## src/rtl/amt_pkg.sv

```systemverilog
// amt_pkg: shared types and constants of the alarm match table
// used by amt_cell and alarm_match_table; no dependencies
package amt_pkg;

    localparam logic [1:0] OP_WRITE = 2'd0;
    localparam logic [1:0] OP_READ  = 2'd1;
    localparam logic [1:0] OP_TICK  = 2'd2;

    localparam logic [2:0] FLD_WEEKDAY = 3'd0;
    localparam logic [2:0] FLD_HOUR    = 3'd1;
    localparam logic [2:0] FLD_MINUTE  = 3'd2;
    localparam logic [2:0] FLD_KIND    = 3'd3;
    localparam logic [2:0] FLD_ENABLE  = 3'd4;
    localparam logic [2:0] FLD_PENDING = 3'd5;

    // words of result data that move down the cell chain, eight per cycle
    localparam int LANES = 8;

    typedef struct packed {
        logic       do_write;
        logic       do_read;
        logic       do_tick;
        logic [2:0] sel;
        logic [6:0] idx;
        logic [5:0] val;
        logic [2:0] now_weekday;
        logic [4:0] now_hour;
        logic [5:0] now_minute;
    } t_cmd;

    typedef struct packed {
        logic       flag;
        logic [5:0] data;
    } t_word;

    function automatic logic sel_valid(input logic [2:0] sel);
        logic ok;
        case (sel)
            FLD_WEEKDAY, FLD_HOUR, FLD_MINUTE, FLD_KIND, FLD_ENABLE, FLD_PENDING: ok = 1'b1;
            default: ok = 1'b0;
        endcase
        return ok;
    endfunction

    function automatic logic [5:0] field_limit(input logic [2:0] sel);
        logic [5:0] lim;
        case (sel)
            FLD_WEEKDAY: lim = 6'd6;
            FLD_HOUR:    lim = 6'd23;
            FLD_MINUTE:  lim = 6'd59;
            FLD_KIND:    lim = 6'd2;
            FLD_ENABLE:  lim = 6'd1;
            FLD_PENDING: lim = 6'd1;
            default:     lim = 6'd0;
        endcase
        return lim;
    endfunction

endpackage

```

## src/rtl/amt_cell.sv

```systemverilog
// amt_cell: one alarm entry with its own match compare and a result word stage
// depends on amt_pkg; instantiated in a chain by alarm_match_table
module amt_cell
    import amt_pkg::*;
#(
    parameter int CELL_ID = 0
) (
    input  logic  i_clk,
    input  logic  i_rst_n,
    input  t_cmd  i_cmd,
    input  logic  i_load,
    input  logic  i_shift,
    input  t_word i_next,
    output t_word o_word
);

    logic [2:0] r_weekday, n_weekday;
    logic [4:0] r_hour, n_hour;
    logic [5:0] r_minute, n_minute;
    logic [1:0] r_kind, n_kind;
    logic       r_enable, n_enable;
    logic       r_pending, n_pending;
    t_word      r_word, n_word;

    logic hit;
    logic match;

    assign hit   = ({1'b0, i_cmd.idx} == 8'(CELL_ID));
    assign match = r_enable && (r_weekday == i_cmd.now_weekday)
                   && (r_hour == i_cmd.now_hour) && (r_minute == i_cmd.now_minute);

    always_comb begin
        n_weekday = r_weekday;
        n_hour    = r_hour;
        n_minute  = r_minute;
        n_kind    = r_kind;
        n_enable  = r_enable;
        n_pending = r_pending;
        n_word    = r_word;
        if (i_load) begin
            n_word = '0;
            if (i_cmd.do_write && hit) begin
                case (i_cmd.sel)
                    FLD_WEEKDAY: n_weekday = i_cmd.val[2:0];
                    FLD_HOUR:    n_hour    = i_cmd.val[4:0];
                    FLD_MINUTE:  n_minute  = i_cmd.val;
                    FLD_KIND:    n_kind    = i_cmd.val[1:0];
                    FLD_ENABLE:  n_enable  = i_cmd.val[0];
                    FLD_PENDING: begin
                        n_pending   = i_cmd.val[0];
                        n_word.flag = r_pending ^ i_cmd.val[0];
                    end
                    default: ;
                endcase
            end
            if (i_cmd.do_read && hit) begin
                case (i_cmd.sel)
                    FLD_WEEKDAY: n_word.data = {3'b000, r_weekday};
                    FLD_HOUR:    n_word.data = {1'b0, r_hour};
                    FLD_MINUTE:  n_word.data = r_minute;
                    FLD_KIND:    n_word.data = {4'b0000, r_kind};
                    FLD_ENABLE:  n_word.data = {5'b00000, r_enable};
                    FLD_PENDING: n_word.data = {5'b00000, r_pending};
                    default:     n_word.data = 6'd0;
                endcase
            end
            if (i_cmd.do_tick) begin
                // count only entries that become pending
                n_word.flag = match && !r_pending;
                n_pending   = r_pending || match;
            end
        end else if (i_shift) begin
            n_word = i_next;
        end
    end

    always_ff @(posedge i_clk) begin
        if (!i_rst_n) begin
            r_weekday <= '0;
            r_hour    <= '0;
            r_minute  <= '0;
            r_kind    <= '0;
            r_enable  <= 1'b0;
            r_pending <= 1'b0;
            r_word    <= '0;
        end else begin
            r_weekday <= n_weekday;
            r_hour    <= n_hour;
            r_minute  <= n_minute;
            r_kind    <= n_kind;
            r_enable  <= n_enable;
            r_pending <= n_pending;
            r_word    <= n_word;
        end
    end

    assign o_word = r_word;

endmodule

```

## config.mk

```make
export PLATFORM = sky130hd
export DESIGN_NAME = amt_cell
export DESIGN_NICKNAME = d
export VERILOG_FILES = /design/src/rtl/amt_pkg.sv /design/src/rtl/amt_cell.sv
export SDC_FILE = /design/constraint.sdc
export NUM_CORES = 1
export LEC_CHECK = 0
export ABC_AREA = 0
export BUFFER_PORTS_ARGS = -buffer_cell sky130_fd_sc_hd__buf_2
export CAP_MARGIN = 0
export CORE_MARGIN = 2
export CORE_UTILIZATION = 35
export DETAILED_ROUTE_END_ITERATION = 6
export SLEW_MARGIN = 20
export SYNTH_ARGS = -nofsm -noshare
export SYNTH_HDL_FRONTEND = slang
export SYNTH_SLANG_ARGS = --single-unit
```

## constraint.sdc

```tcl
create_clock -name i_clk -period 1.9 [get_ports i_clk]
set_clock_uncertainty 0.2 [all_clocks]
set_input_delay 0.285 -clock i_clk [delete_from_list [all_inputs] [get_ports i_clk]]
set_output_delay 0.285 -clock i_clk [all_outputs]
set_load 0.02 [all_outputs]
```

=== After elaboration in Yosys (flattened, before gate mapping) ===
Cells that the tools add are included.

* Bitwise gates (word level): 1
* Equality and inequality tests: 8
* Reduce and logical (&&, ||, !) cells: 19
* Mux-type cells: 10

{| class="wikitable"
|+ Operator list
! kind !! count
|-
| $pmux W6 S6 || 1
|-
| $reduce_and A3 Y1 || 6
|-
| $mux W7 || 2
|-
| $logic_not A7 Y1 || 1
|-
| $eq A3 B2 Y1 const B || 2
|-
| $eq A3 B3 Y1 const B || 2
|-
| $eq A6 B6 Y1 || 1
|-
| $logic_and A1 B1 Y1 || 6
|-
| $mux W1 || 6
|-
| $mux W6 || 1
|-
| $reduce_bool A2 Y1 || 3
|-
| $eq A5 B5 Y1 || 1
|-
| $eq A3 B1 Y1 const B || 1
|-
| $eq A3 B3 Y1 || 1
|-
| $logic_not A3 Y1 || 1
|-
| $logic_not A1 Y1 || 1
|-
| $logic_or A1 B1 Y1 || 1
|-
| $xor A1 B1 Y1 || 1
|}

* Flip-flop bits (word level): 25
* Output and inout bits: 7
* Word-level logic and storage cells: 46
* Input bits: 44

=== Logic depth before layout (Yosys ltp) ===
* Depth in word-level cells: 7
* Gate-level depth with buffers: 5
* Gate-level depth less buffers: 4

=== Worst setup path before layout ===
Ideal clock, no wire load.

* Path kind: input port to flip-flop
* Start point: input i_cmd[28] (netlist name)
* End point: register r_minute[0]
* Required time: 1.583 ns
* Buffers on the path: 1
* Library setup time: 0.117 ns
* Path slack: 0.295 ns
* Cell stages on the path: 5
* Arrival time: 1.288 ns
* Path through: buf_2 > nor2b_1 > nand4_2 > mux2i_1 > nor2b_1

* Cells in the longest elaborated chain, start to end: 2

{| class="wikitable"
|+ Ends and longest elaborated chain
! element !! RTL line !! text
|-
| start, declared || amt_cell.sv:10 || <nowiki>input t_cmd i_cmd,</nowiki>
|-
| $eq A3 B2 Y1 || amt_cell.sv:43 || <nowiki>case (i_cmd.sel)</nowiki>
|-
| $reduce_and A3 Y1 (no source line) || - ||
|-
| end signal, assigned || amt_cell.sv:89 || <nowiki>r_minute <= n_minute;</nowiki>
|-
| end, declared || amt_cell.sv:19 || <nowiki>logic [5:0] r_minute, n_minute;</nowiki>
|}

No other way between the ends.
A chain may end at the register's enable or synchronous reset.

=== Worst setup path in the final report ===
* Start point: register r_weekday[1]
* End point: register r_pending

* Cells in the longest elaborated chain, start to end: 6

{| class="wikitable"
|+ Ends and longest elaborated chain
! element !! RTL line !! text
|-
| start, declared || amt_cell.sv:17 || <nowiki>logic [2:0] r_weekday, n_weekday;</nowiki>
|-
| start signal, assigned || amt_cell.sv:87 || <nowiki>r_weekday <= n_weekday;</nowiki>
|-
| $eq A3 B3 Y1 || amt_cell.sv:29 || <nowiki>assign match = r_enable && (r_weekday == i_cmd.now_weekday)</nowiki>
|-
| $logic_and A1 B1 Y1 || amt_cell.sv:29 ||
|-
| $logic_and A1 B1 Y1 (2 in a row) || amt_cell.sv:30 || <nowiki>&& (r_hour == i_cmd.now_hour) && (r_minute == i_cmd.now_minute);</nowiki>
|-
| $logic_or A1 B1 Y1 || amt_cell.sv:70 || <nowiki>n_pending = r_pending || match;</nowiki>
|-
| $mux W1 || amt_cell.sv:67 || <nowiki>if (i_cmd.do_tick) begin</nowiki>
|-
| end signal, assigned || amt_cell.sv:92 || <nowiki>r_pending <= n_pending;</nowiki>
|-
| end, declared || amt_cell.sv:22 || <nowiki>logic r_pending, n_pending;</nowiki>
|}

No other way between the ends.

==> qor.yml <==
cap_viol_max_count: 0
post_drt_wl_per_cell_um: 14.8
synth-seq-cells: 25
setup_viol: 0
tns_ns: 0
start_util_pct: 36.7
portBuffers: 50
instances_no_fill: 257
synthDistinctLibCells: 37
power_leakage_nw: 0.849
globalplace.congestion: 0.751
worstSetupPathType: "reg -> reg"
crit_path_end_kind: "flip-flop"
ys_warn_count: 0
synthArstFlopShare_pct: 0
cts_root_buf: "clkbuf_8"
netlist_area_sq_um: 1490
drt-total-wl_mm: 3.80
synth_xor_area_share_pct: 8.83
area.sequential_sq_um: 500
drt_iter0_drc: 86
fp-row-count: 23
htree_levels: 1
pin_count: 51
min_path_type: "in -> reg"
coreArea_sq_um: 4060
synth_edf_count: 0
diodes: 0
synthAdderAreaFrac_pct: 0
rsz0062_at_grt: "false"
synth_ff_type: "dfxtp_1"
synth_simple_gate_area_share_pct: 25.7
worst_pin_slew_ns: 0.471
syn_inst: 152
synth_top_family_by_area: "simple AND/OR/NAND/NOR gates"
syn_area_per_cell_sq_um: 9.79
ant_nets: 0
fin_crit_sh_pct: 91.8
cts.sink_count: 25
layout-drive-gt1-share_pct: 33.8
die_area_sq_um: 4790
cts_tree: "yes"
slew_viol_final: 0
synthMuxAreaShare_pct: 16.6
drc_errors: 0
n_fill_cell: 416
grt_overflow: 0
multi_input_area_sq_um: 951
first_pass_iters: 4
max_freq_mhz: 573
peakVddDrop_v: 0.000348
yosysTopAreaCellShare_pct: 33.6
synth_common_cells: "nor2b_1 (26), dfxtp_1 (25), mux2i_1 (19)"
status: "finished clean"
worstPathMaxFanout: 3
die_x_um: 69.2
grt_pass1_wl_mm: 6.25
cts_max_path_buffers: 2
dp_hpwl_mm: 2.97
dp_cells: 253
critical_path_arrival_ns: 1.74
synth_top_area_cell: "dfxtp_1"
insertion_delay_ns: 0.27
cp-start-kind: "flip-flop"
grt_max_degree: 28
clk_pin_slew_ns: 0.09
syn_nets: 196
cp.required_ns: 1.89
synth.area.top_cells: "dfxtp_1 (34%), mux2i_1 (13%), nor2b_1 (11%)"
syn2layout_area_growth_pct: 26.4
timing_hold_violations_final: 0
grt_antenna_before_repair: 0
nets: 252
grt_pass1_vias: 1281
fin_crit_ns: 1.74
cts_inserted_buffers: 3
grtUsageTotal_pct: 16.0
synthMostInstantiatedCell: "nor2b_1"
relSlewSlack_pct: 68.4
post_cts_buffers: 0
p_per_area_nw_per_um2: 553
synth_compound_area_share_pct: 12.9
vias_per_cell: 5.26
num_vias: 1352
die_y_um: 69.2
cts_resized: 0
ctsHoldBuffers: 0
yosysSeqAreaShare_pct: 33.6
stage by stage:
stage	setup slack [ns]	instance area, sq um	hold WS, ns	power [mW]	utilization [%]
6_report	0.156	1880	0.0797	1.04	46.3
5_1_grt	0.0769	1880	0.0895	1.08	46.3
4_1_cts	0.148	1880	0.0788	1.05	46.3
3_5_place_dp	0.0297	1840	0.303	0.731	45.2
3_3_place_gp	0.0778	1840	0.296	0.730	45.2
2_1_floorplan	0.295	1490	0.237	0.643	-
area by class of cell:
class | instances | share of cell area [%]
clock buffer | 4 | 2.40
inverter | 1 | 0.200
multi-input combinational | 118 | 50.6
sequential | 25 | 26.6
tap | 50 | 3.33
timing repair buffer | 59 | 16.9
power breakdown:
group          leakage [nW]  internal, mW  switching (mW)
sequential            0.203         0.532         0.00459
clock                0.0228         0.150           0.171
combinational         0.624        0.0880          0.0936
cell families after synthesis:
group | Yosys count
xor gates and xnor gates | 15
muxes | 23
DFF | 25
buffers and inverters | 9
AOI/OAI and AO/OA | 25
and+or+nand+nor | 55
per-layer routing:
layer  track usage [%]  routed length (um)  up-vias
met2              23.9                1650       49
met4              5.01                  56        0
met3              2.91                 239        7
met1              23.4                1850      618
li1                  -                   -      678
met5                 0                   0        -
registers in the layout (all words and copies together) (netlist names):
signal	cells
r_kind	2
r_hour	5
r_minute	6
o_word	7
r_pending	1
r_weekday	3
r_enable	1
cell usage in the layout, fill, tap and decap left out, types with 2 or more instances in the layout:
master / n
a22oi_1: 4
and2_1: 2
buf_2: 50
buf_4: 9
clkbuf_8: 3
dfxtp_1: 25
mux2_2: 3
mux2i_1: 19
nand2_1: 2
nand3_1: 3
nand4_1: 9
nand4_2: 2
nor2_1: 2
nor2b_1: 26
o22ai_1: 7
o311a_1: 5
or4_1: 2
xnor2_1: 14
path summary, 6_finish.rpt:
| kind | start | to | slack, ns | cells past startpoint |
|---|---|---|---|---|
| worst max-delay path | r_weekday[1] | r_pending | 0.16 | 4 |
| worst min-delay path | i_cmd[17] | r_minute[3] | 0.08 | 3 |
| worst max register to register | r_weekday[1] | r_pending | 0.16 | 4 |
| worst min register to register | o_word[4] | o_word[4] | 0.32 | 1 |
worst max-delay path: stages, from the launching register on:
cell and delay [ns]:
dfxtp_1 0.34, xnor2_1 0.24, nand4_1 0.11, or4_1 0.54, a211oi_1 0.23
Power figures use the tool's default switching activity.
